`config.mk`:
```
export PLATFORM = sky130hd
export DESIGN_NAME = link_frame_receiver_top
export DESIGN_NICKNAME = d
export VERILOG_FILES = /design/src/hw/rtl/lfr_pkg.sv /design/src/hw/rtl/link_frame_receiver_top.sv
export SDC_FILE = /design/constraint.sdc
export NUM_CORES = 1
export LEC_CHECK = 0
export BUFFER_PORTS_ARGS = -buffer_cell sky130_fd_sc_hd__clkbuf_2
export CAP_MARGIN = 20
export CORE_MARGIN = 5
export CORE_UTILIZATION = 45
export DETAILED_ROUTE_END_ITERATION = 8
export PLACE_DENSITY_LB_ADDON = 0.08
export SLEW_MARGIN = 20
export SYNTH_ARGS = -nofsm -noshare
export SYNTH_HDL_FRONTEND = slang
export SYNTH_SLANG_ARGS = --single-unit
```
`constraint.sdc`:
```
create_clock -name clock -period 2.7 [get_ports clock]
set_clock_uncertainty 0.15 [all_clocks]
set_input_delay 0.675 -clock clock [delete_from_list [all_inputs] [get_ports clock]]
set_output_delay 0.675 -clock clock [all_outputs]
set_load 0.005 [all_outputs]
```
`src/hw/rtl/lfr_pkg.sv`:
```
// ----------------------------------------------------------------------------
// lfr_pkg
// Types, register indexes and phase codes shared by the link frame receiver.
// ----------------------------------------------------------------------------
package lfr_pkg;

   localparam int WANTED_MAX_DEF = 8;
   localparam int FRAME_MAX_DEF  = 1024;

   localparam int CSR_INDEX_W = 3;
   localparam int CSR_DATA_W  = 64;

   localparam logic [CSR_INDEX_W-1:0] CSR_FLAG_BYTE    = 3'd0;
   localparam logic [CSR_INDEX_W-1:0] CSR_ADDRESS_BYTE = 3'd1;
   localparam logic [CSR_INDEX_W-1:0] CSR_WANTED_BYTES = 3'd2;
   localparam logic [CSR_INDEX_W-1:0] CSR_WANTED_COUNT = 3'd3;
   localparam logic [CSR_INDEX_W-1:0] CSR_FRAME_MODE   = 3'd4;

   localparam logic [7:0] FLAG_BYTE_RST    = 8'd126;
   localparam logic [7:0] ADDRESS_BYTE_RST = 8'd3;

   // rx_state codes as seen on the result channel
   localparam logic [2:0] RX_IDLE  = 3'd0;
   localparam logic [2:0] RX_FLAG  = 3'd1;
   localparam logic [2:0] RX_ADDR  = 3'd2;
   localparam logic [2:0] RX_CTRL  = 3'd3;
   localparam logic [2:0] RX_CHECK = 3'd4;
   localparam logic [2:0] RX_DONE  = 3'd5;

   localparam logic CMD_BYTE    = 1'b0;
   localparam logic CMD_RESTART = 1'b1;

   localparam logic MODE_SUPERVISION = 1'b0;
   localparam logic MODE_INFORMATION = 1'b1;

   typedef enum logic [5:0] {
      PH_IDLE  = 6'b000001,
      PH_FLAG  = 6'b000010,
      PH_ADDR  = 6'b000100,
      PH_CTRL  = 6'b001000,
      PH_CHECK = 6'b010000,
      PH_DONE  = 6'b100000
   } phase_type;

   typedef struct packed {
      logic       cmd;
      logic [7:0] data_byte;
   } req_payload_type;

   typedef struct packed {
      logic [2:0] rx_state;
      logic       store_valid;
      logic [9:0] store_pos;
      logic [7:0] store_byte;
      logic       frame_done;
      logic [2:0] control_index;
      logic [9:0] payload_length;
      logic       overflow;
   } rsp_payload_type;

   function automatic logic [2:0] phase_code(input phase_type ph);
      logic [2:0] code;
      case (ph)
         PH_IDLE:  code = RX_IDLE;
         PH_FLAG:  code = RX_FLAG;
         PH_ADDR:  code = RX_ADDR;
         PH_CTRL:  code = RX_CTRL;
         PH_CHECK: code = RX_CHECK;
         PH_DONE:  code = RX_DONE;
         default:  code = RX_IDLE;
      endcase
      return code;
   endfunction

endpackage

```
`src/hw/rtl/link_frame_receiver_top.sv`:
```
// ----------------------------------------------------------------------------
// link_frame_receiver_top
// Flag / address / control / check header tracker for a serial byte link.
// ----------------------------------------------------------------------------
// One request carries either a received byte or a restart command and gives
// exactly one response. The block takes a request every cycle unless req_stall
// is high. A request is registered in the input register, then the header
// compare (eight wanted control bytes in parallel) and phase update land in the
// response register. Both stages advance together whenever the response
// register is empty or being taken, so req_stall follows rsp_stall while a
// response waits. The user must write configuration registers only while no
// request is in flight; the block itself does not enforce it.
module link_frame_receiver_top #(
   parameter int WANTED_MAX = lfr_pkg::WANTED_MAX_DEF,
   parameter int FRAME_MAX  = lfr_pkg::FRAME_MAX_DEF
) (
   input  logic                                   clock,
   input  logic                                   reset,
   input  logic                                   req_valid,
   output logic                                   req_stall,
   input  lfr_pkg::req_payload_type               req_payload,
   output logic                                   rsp_valid,
   input  logic                                   rsp_stall,
   output lfr_pkg::rsp_payload_type               rsp_payload,
   input  logic                                   csr_write,
   input  logic [lfr_pkg::CSR_INDEX_W-1:0]        csr_index,
   input  logic [lfr_pkg::CSR_DATA_W-1:0]         csr_data
);
   import lfr_pkg::*;

   localparam int POS_W = $clog2(FRAME_MAX);
   localparam int EXT_W = (POS_W > 10) ? POS_W : 10;
   localparam logic [POS_W-1:0] POS_LAST = POS_W'(FRAME_MAX - 1);
   localparam logic [3:0]       CNT_MAX  = 4'(WANTED_MAX);

   // configuration
   logic [7:0]  flag_byte_ff;
   logic [7:0]  address_byte_ff;
   logic [63:0] wanted_bytes_ff;
   logic [3:0]  wanted_count_ff;
   logic        frame_mode_ff;

   always_ff @(posedge clock) begin
      if (reset) begin
         flag_byte_ff    <= FLAG_BYTE_RST;
         address_byte_ff <= ADDRESS_BYTE_RST;
         wanted_bytes_ff <= '0;
         wanted_count_ff <= '0;
         frame_mode_ff   <= MODE_SUPERVISION;
      end else if (csr_write) begin
         case (csr_index)
            CSR_FLAG_BYTE:    flag_byte_ff    <= csr_data[7:0];
            CSR_ADDRESS_BYTE: address_byte_ff <= csr_data[7:0];
            CSR_WANTED_BYTES: wanted_bytes_ff <= csr_data;
            CSR_WANTED_COUNT: wanted_count_ff <= csr_data[3:0];
            CSR_FRAME_MODE:   frame_mode_ff   <= csr_data[0];
            default: ;
         endcase
      end
   end

   // pipeline control
   logic            pipe_en;
   logic            in_valid_ff;
   req_payload_type in_data_ff;
   logic            rsp_valid_ff;
   rsp_payload_type rsp_payload_ff;
   rsp_payload_type rsp_payload_in;

   assign pipe_en   = !(rsp_valid_ff && rsp_stall);
   assign req_stall = !pipe_en;

   always_ff @(posedge clock) begin
      if (reset) begin
         in_valid_ff <= 1'b0;
      end else if (pipe_en) begin
         in_valid_ff <= req_valid;
      end
   end

   always_ff @(posedge clock) begin
      if (pipe_en && req_valid) begin
         in_data_ff <= req_payload;
      end
   end

   // frame state
   phase_type        phase_ff, phase_in;
   logic [7:0]       control_seen_ff, control_seen_in;
   logic [POS_W-1:0] pos_ff, pos_in;
   logic [2:0]       midx_ff, midx_in;

   // wanted byte search, lowest index wins
   logic [7:0] cur_byte;
   logic [3:0] wanted_n;
   logic       wanted_hit;
   logic [2:0] wanted_idx;

   assign cur_byte = in_data_ff.data_byte;
   assign wanted_n = (wanted_count_ff > CNT_MAX) ? CNT_MAX : wanted_count_ff;

   always_comb begin
      wanted_hit = 1'b0;
      wanted_idx = '0;
      for (int k = WANTED_MAX - 1; k >= 0; k--) begin
         if ((4'(k) < wanted_n) && (wanted_bytes_ff[8*k +: 8] == cur_byte)) begin
            wanted_hit = 1'b1;
            wanted_idx = 3'(k);
         end
      end
   end

   logic             is_flag;
   logic             keep;
   logic             done;
   logic             ovf;
   logic [POS_W-1:0] kpos;
   logic [EXT_W-1:0] plen;
   logic [EXT_W-1:0] kpos_ext;
   logic [EXT_W-1:0] pos_ext;
   logic [2:0]       cidx;
   logic [POS_W-1:0] pos_inc;

   assign is_flag = (cur_byte == flag_byte_ff);
   assign pos_inc = pos_ff + 1'b1;
   assign pos_ext = EXT_W'(pos_ff);

   always_comb begin
      phase_in        = phase_ff;
      pos_in          = pos_ff;
      control_seen_in = control_seen_ff;
      midx_in         = midx_ff;
      keep            = 1'b0;
      done            = 1'b0;
      ovf             = 1'b0;
      kpos            = '0;
      plen            = '0;
      cidx            = '0;
      if (in_data_ff.cmd == CMD_RESTART) begin
         phase_in = PH_IDLE;
         pos_in   = '0;
      end else begin
         case (phase_ff)
            PH_IDLE: begin
               pos_in = '0;
               if (is_flag) begin
                  keep     = 1'b1;
                  pos_in   = POS_W'(1);
                  phase_in = PH_FLAG;
               end
            end
            PH_FLAG: begin
               if (!is_flag) begin
                  if (cur_byte == address_byte_ff) begin
                     keep     = 1'b1;
                     kpos     = pos_ff;
                     pos_in   = pos_inc;
                     phase_in = PH_ADDR;
                  end else begin
                     phase_in = PH_IDLE;
                     pos_in   = '0;
                  end
               end
            end
            PH_ADDR: begin
               if (is_flag) begin
                  phase_in = PH_FLAG;
                  pos_in   = POS_W'(1);
               end else if (wanted_hit) begin
                  midx_in         = wanted_idx;
                  control_seen_in = cur_byte;
                  keep            = 1'b1;
                  kpos            = pos_ff;
                  pos_in          = pos_inc;
                  phase_in        = PH_CTRL;
               end else begin
                  phase_in = PH_IDLE;
                  pos_in   = '0;
               end
            end
            PH_CTRL: begin
               // check compare takes priority over the flag test
               if (cur_byte == (address_byte_ff ^ control_seen_ff)) begin
                  keep     = 1'b1;
                  kpos     = pos_ff;
                  pos_in   = pos_inc;
                  phase_in = PH_CHECK;
               end else if (is_flag) begin
                  phase_in = PH_FLAG;
                  pos_in   = POS_W'(1);
               end else begin
                  phase_in = PH_IDLE;
                  pos_in   = '0;
               end
            end
            PH_CHECK: begin
               if (is_flag) begin
                  keep     = 1'b1;
                  kpos     = pos_ff;
                  done     = 1'b1;
                  phase_in = PH_DONE;
                  if (frame_mode_ff == MODE_INFORMATION) begin
                     plen = (pos_ext >= EXT_W'(4)) ? pos_ext - EXT_W'(4) : '0;
                  end else begin
                     cidx = midx_ff;
                  end
               end else if (frame_mode_ff == MODE_INFORMATION) begin
                  // last slot is reserved for the closing flag
                  if (pos_ff >= POS_LAST) begin
                     ovf = 1'b1;
                  end else begin
                     keep   = 1'b1;
                     kpos   = pos_ff;
                     pos_in = pos_inc;
                  end
               end else begin
                  phase_in = PH_IDLE;
                  pos_in   = '0;
               end
            end
            PH_DONE: ;
            default: ;
         endcase
      end
   end

   assign kpos_ext = EXT_W'(kpos);

   always_comb begin
      rsp_payload_in                = '0;
      rsp_payload_in.rx_state       = phase_code(phase_in);
      rsp_payload_in.store_valid    = keep;
      rsp_payload_in.store_pos      = keep ? kpos_ext[9:0] : 10'd0;
      rsp_payload_in.store_byte     = keep ? cur_byte : 8'd0;
      rsp_payload_in.frame_done     = done;
      rsp_payload_in.control_index  = cidx;
      rsp_payload_in.payload_length = plen[9:0];
      rsp_payload_in.overflow       = ovf;
   end

   always_ff @(posedge clock) begin
      if (reset) begin
         phase_ff        <= PH_IDLE;
         pos_ff          <= '0;
         control_seen_ff <= '0;
         midx_ff         <= '0;
         rsp_valid_ff    <= 1'b0;
      end else if (pipe_en) begin
         rsp_valid_ff <= in_valid_ff;
         if (in_valid_ff) begin
            phase_ff        <= phase_in;
            pos_ff          <= pos_in;
            control_seen_ff <= control_seen_in;
            midx_ff         <= midx_in;
         end
      end
   end

   always_ff @(posedge clock) begin
      if (pipe_en && in_valid_ff) begin
         rsp_payload_ff <= rsp_payload_in;
      end
   end

   assign rsp_valid   = rsp_valid_ff;
   assign rsp_payload = rsp_payload_ff;

   // checks
   a_idle_pos_zero: assert property (@(posedge clock) disable iff (reset)
      (phase_ff == PH_IDLE) |-> (pos_ff == '0))
      else $error("position not cleared in idle phase");

   a_pos_bound: assert property (@(posedge clock) disable iff (reset)
      pos_ff <= POS_LAST)
      else $error("frame position beyond store");

   a_midx_bound: assert property (@(posedge clock) disable iff (reset)
      32'(midx_ff) < WANTED_MAX)
      else $error("matched index beyond wanted table");

   a_done_result: assert property (@(posedge clock) disable iff (reset)
      (rsp_valid_ff && rsp_payload_ff.frame_done) |->
         (rsp_payload_ff.store_valid && rsp_payload_ff.rx_state == RX_DONE))
      else $error("frame done without kept closing flag");

   a_ovf_no_keep: assert property (@(posedge clock) disable iff (reset)
      (rsp_valid_ff && rsp_payload_ff.overflow) |->
         (!rsp_payload_ff.store_valid && rsp_payload_ff.rx_state == RX_CHECK))
      else $error("overflow with kept byte");

endmodule

```
# Word level (Yosys, flattened, before mapping)
# Cells that the tools add are included.
[word_totals]
out_inout_bits = 39
register_bits = 160
wordCells = 158
inputBits = 81
[classes]
addsub = 2
n_lt_le_gt_ge = 11
bitwise_logic = 8
eq_ne = 28
muxes = 61
reduce_logical = 27
[op_table]
columns = ["operator", "n"]
rows = [
  ["2-to-1 mux 10 bit", 17],
  ["equality test 8 bit", 11],
  ["case mux 10 bit (5 select lines)", 1],
  ["case mux 10 bit (4 select lines)", 1],
  ["2-to-1 mux 6 bit", 5],
  ["case mux 6 bit (5 select lines)", 1],
  ["2-to-1 mux 3 bit", 9],
  ["2-to-1 mux 1 bit", 20],
  ["less-than comparator 3 x 4 -> 1 bit (first input constant)", 4],
  ["case mux 3 bit (5 select lines)", 1],
  ["equality test 6 x 2 -> 1 bit (second input constant)", 2],
  ["equality test 6 x 3 -> 1 bit (second input constant)", 2],
  ["equality test 6 x 4 -> 1 bit (second input constant)", 2],
  ["equality test 6 x 5 -> 1 bit (second input constant)", 2],
  ["2-to-1 mux 4 bit", 3],
  ["AND reduction 2 bit", 6],
  ["AND reduction 6 bit", 2],
  ["logical AND 1 bit", 11],
  ["adder 10 x 1 -> 10 bit (second input constant)", 1],
  [">= comparator 10 bit (second input constant)", 1],
  [">= comparator 10 x 3 -> 1 bit (second input constant)", 1],
  ["subtractor 10 x 3 -> 10 bit (second input constant)", 1],
  ["less-than comparator 1 x 4 -> 1 bit (first input constant)", 2],
  ["less-than comparator 2 x 4 -> 1 bit (first input constant)", 2],
  ["other kinds (19)", 29],
]

# Logic depth before layout (Yosys ltp)
[logic_depth]
ltp_word = 18
depth_mapped = 12
depth_no_buf = 9

# Least setup slack after synthesis
# OpenSTA, ideal clock, no wires.
[synth_path]
path_type = "input-to-reg"
startpoint = "in rsp_stall"
endpoint = "reg pos_ff[9], in the netlist pos_ext[9]"
t_required_ps = 2423
arrival_time_ps = 2640
path_buffers = 1
setup_slack_ps = -217
cell_stages = 8
cell_sequence = "nand2_1 nand2_1 inv_1 o21ai_1 buf_2 nor3_1 xnor2_1 nor2_1"
[synth_between]
elab_chain_cells = 3
[synth_rtl]
columns = ["element", "line_no", "text"]
rows = [
  ["start, declared", "link_frame_receiver_top.sv:23", "input logic rsp_stall,"],
  ["logical AND 1 bit", "link_frame_receiver_top.sv:70", "assign pipe_en = !(rsp_valid_ff && rsp_stall);"],
  ["inverter 1 bit (no source line)", "--", ""],
  ["AND reduction 6 bit (no source line)", "--", ""],
  ["end signal, assigned", "link_frame_receiver_top.sv:252", "pos_ff <= pos_in;"],
  ["end, declared", "link_frame_receiver_top.sv:90", "logic [POS_W-1:0] pos_ff, pos_in;"],
]
# Every way passes these cells.
# A chain may end at the register's enable or synchronous reset.

==> run summary <==
The type of the most critical hold path is input pin to flop. The number of clock sinks seen by CTS is between 150 and 200. The clock-pin slew on the worst setup and hold paths is around 0.060 ns. The fraction of final layout cells sized beyond drive strength 1 is approximately a quarter.

The sequential fraction of design power is a little under half. The startpoint type of the worst setup path is a flop. Each instance of the synthesized netlist takes up on average a little over 9 sq um. The routed wire length per instance came out at about 16 um. The number of rows in the core area is 47. The routed via count is 6,226. The global placer's final weighted congestion came out at between 0.8 and 0.9.

Power comes to 0.00537 W. The depth of the worst hold-timing path came out at 1. The post-synthesis async set-or-reset flop share is 0%. The initial antenna violation count is 0. The arrival time at the worst endpoint came out at roughly 2.8 ns.

The post-route cell area came out at just under 0.01 sq mm. The part of the total power dissipated in the clock network is between 40% and 50%. Of all nets on the critical path, the largest fanout is 4.

The final max-slew violation count came out at 0. In this run, the number of DRC markers left after iteration 0 of detailed routing was 376. The wire length after detailed routing came out at slightly below 20,000 um. In this design, the stage delay of the slowest critical-path cell is between 0.5 and 0.6 ns. The buffer levels on the longest clock path came out at 2.

The count of pins on the block boundary is 120. The library cells used most frequently in the layout, excluding fill and tap cells, are nand2_1, clkbuf_2, dfxtp_1. Global routing used roughly 27% of the available met1 tracks. The filler cells instantiated in the layout total ~1,500. The detailed-placement wirelength estimate is 14,100 um. On the critical path, the stage with the largest delay is an instance of or4_4.

The number of cells on the worst reg-to-reg path is 9. Setup slack on the worst reg-to-reg path comes out at about 0.0024 ns. The antenna diode count is 0. The areal power density over the cells is around 560 mW/mm^2. Net switching is a little under a quarter of the power. The count of H-tree levels built during CTS came out at 4.

The remaining antenna violation count after routing came out at 0. In this run the most used layer during global routing was met2. Summing all flip-flop and latch instances after layout gives between 0.003 and 0.004 sq mm.

The run finished with clean final reports. The wire length of the first global-routing pass is approximately 31,000 um. The floorplan step defined a core boundary enclosing roughly 0.017 sq mm. On the critical path the largest part of the delay comes from simple AND/OR/NAND/NOR gates. The clock tree root driver cell is clkbuf_16. The worst hold slack across all endpoints is ~0.27 ns. Using the TritonRoute via totals, the vias-per-cell ratio works out to about 5.1. The final critical path time including I/O delays and setup is roughly 2.7 ns. The initial utilization of the core area, before any placement, comes to a little under half. Walking the worst path, the cells encountered are buf_4 > xnor2_2 > nand3_1 > or4_4 > nand4_4 > or3_4 > a31oi_2 > or3_1 > a31oi_1.

The number of instances in the synthesized netlist is between 800 and 900. Cell internal power was estimated by the tool at 0.00409 W. The final net count is 1,064. The number of storage elements in the synthesis netlist is between 150 and 200.

The number of distinct standard cells referenced by the synthesized netlist came out at slightly above 60. The global-route met2 utilization came out at approximately a third. TritonCTS built the clock tree. The y dimension of the die came out at roughly 140 um. The number of nets in the synthesized netlist came out at about 920. The final sum of negative setup slack came out at 0 ns. For the worst-skew pair, the clock arrives at the later sink with an insertion delay of roughly 0.43 ns. The fraction of the yosys area taken by sequential cells is between 40% and 50%. The standard cell area after detailed placement is 0.00875 sq mm. The met3 global-route usage came out at 4.67%.

The worst vdd rail ir drop came out at roughly 460 uV. The total of warnings raised by yosys came out at 0. In this run, synthesis inferred 46 flip-flops with an integrated enable. Leaving out fill and tap cells, the most frequent cell in the layout is nand2_1. The area added between synthesis and finish is 24.9%.

The area of combinational cells with multiple inputs is about 0.0039 sq mm. The count of hold-fix buffers inserted at cts came out at 0. Port buffering added between 100 and 150 buffers. STA classifies the critical path endpoint as a flop. Global routing finished with a remaining overflow of 0. The final critical-path share of the clock period is between 90 and 100%.

The total DRC errors in the routed layout came out at 0. For the pin with the worst max-slew slack, the measured transition is between 0.6 and 0.7 ns. The area of the mapped netlist is about 0.0077 sq mm. The proportion of power drawn by combinational gates is under 10%.

The main flop type after synthesis is dfxtp_1. The via count of the first global-routing pass came to just over 6,000. The achievable frequency is 0.371 GHz.

The net switching power figure came out at 0.00128 W. The x dimension of the die is approximately 140 um. The combined buffer and inverter count along the critical path came out at 1. For this run, the detailed router's first-pass iteration total came to 5. Setup repair after global routing could not meet its margin everywhere. Data on the critical path is required at its endpoint by 2.80 ns. The total CTS buffers came out at 17. The relative max-transition margin is between 50 and 60%. The total global routing track utilization is roughly 20%. The final-report hold violation count came to 0.

The core occupancy in the finished layout came out at between 50 and 60%. The final count of negative-setup-slack endpoints came out at 0. The setup path with the least slack is of type flop to flop. The total of max-cap violations is 0. The static leakage power came out at just under 4 nW. The largest net degree at the start of global routing came out at 65. The floorplan step defined a die boundary enclosing approximately 0.020 sq mm. In this run the number of cells on the critical path is 9.
-- cell usage after synthesis (7+ instances only) --
library cell  instances  area, sq um
a21oi_1              80          400
and2_1               19          119
buf_4                 7         52.6
clkbuf_1             29          109
dfxtp_1             114         2280
edfxtp_1             46         1380
inv_1                15         56.3
mux2i_1              20          200
nand2_1             185          694
nand3_1               9         45.0
nand3b_1              9         67.6
nand4_1              13         81.3
nor2_1               58          218
nor3_1               16         80.1
nor4_1               14         87.6
o21ai_0              10         50.1
xnor2_1              51          447
xnor3_4               8          210
xor2_1               46          403
-- power groups by stage --
stage / logic [W] / clock network, W / registers [W]
6_report: 0.000466 / 0.00234 / 0.00257
4_1_cts: 0.000442 / 0.00238 / 0.00257
3_5_place_dp: 0.000439 / 0 / 0.00262
3_3_place_gp: 0.000430 / 0 / 0.00262
2_1_floorplan: 0.000258 / 0 / 0.00261
5_1_grt: 0.000509 / 0.00248 / 0.00258
-- registers in the layout, indices dropped and copies added, names as in the netlist --
name and cells:
phase_ff 6, wanted_count_ff 4, wanted_bytes_ff 64, midx_ff 3, pos_ext 10, control_seen_ff 8
address_byte_ff 8, flag_byte_ff 8, frame_mode_ff 1, rsp_valid 1, cur_byte 8, in_data_ff 1
in_valid_ff 1, rsp_payload 37
-- routing by layer --
| metal | vias to the layer above | share of wire [%] |
|---|---|---|
| li1 | 3098 | - |
| met1 | 2923 | 46 |
| met2 | 186 | 47 |
| met3 | 19 | 6.1 |
| met4 | 0 | 1.1 |
| met5 | - | 0 |
-- area by class of cell --
class / count / share of cell area, %
Timing Repair Buffer: 175 / 11.7
Clock buffer: 21 / 4.91
Tap cell: 220 / 2.86
Multi-Input combinational cell: 609 / 40.7
Clock inverter: 11 / 1.04
Inverter: 15 / 0.625
Sequential cell: 160 / 38.1
-- final timing paths --
kind,from,end
setup / recovery,cur_byte[3],rsp_payload[34]
hold / removal,req_payload[1],cur_byte[1]
setup reg to reg,cur_byte[3],rsp_payload[34]
hold reg to reg,wanted_bytes_ff[8],wanted_bytes_ff[8]
-- per-stage QoR --
| step | std cells | setup WS, ns |
|---|---|---|
| after global placement | 1167 | 0.0793 |
| final | 1211 | 0.00236 |
| after CTS | 1199 | 0.00214 |
| after detailed placement | 1167 | 0.00577 |
| after global routing | 1211 | -0.0688 |
| after floorplan | 829 | 0.0447 |
-- what timing repair did --
action / CTS / global route
buffers inserted: 0 / 10
cloned: 0 / 2
resized for setup: 2 / 36
setup endpoints to repair: 4 / 33
pin swaps: 2 / 20
-- cell families after synthesis --
family | Yosys count | synth area share (%)
xor gates and xnor gates | 105 | 13.8
buffers and inverters | 61 | 4.02
AOI/OAI and AO/OA | 117 | 9.04
adders and majority gates | 5 | 0.813
DFF | 160 | 47.6
muxes | 20 | 2.60
and+or+nand+nor | 361 | 22.2
(Power assumes the default switching activity.)
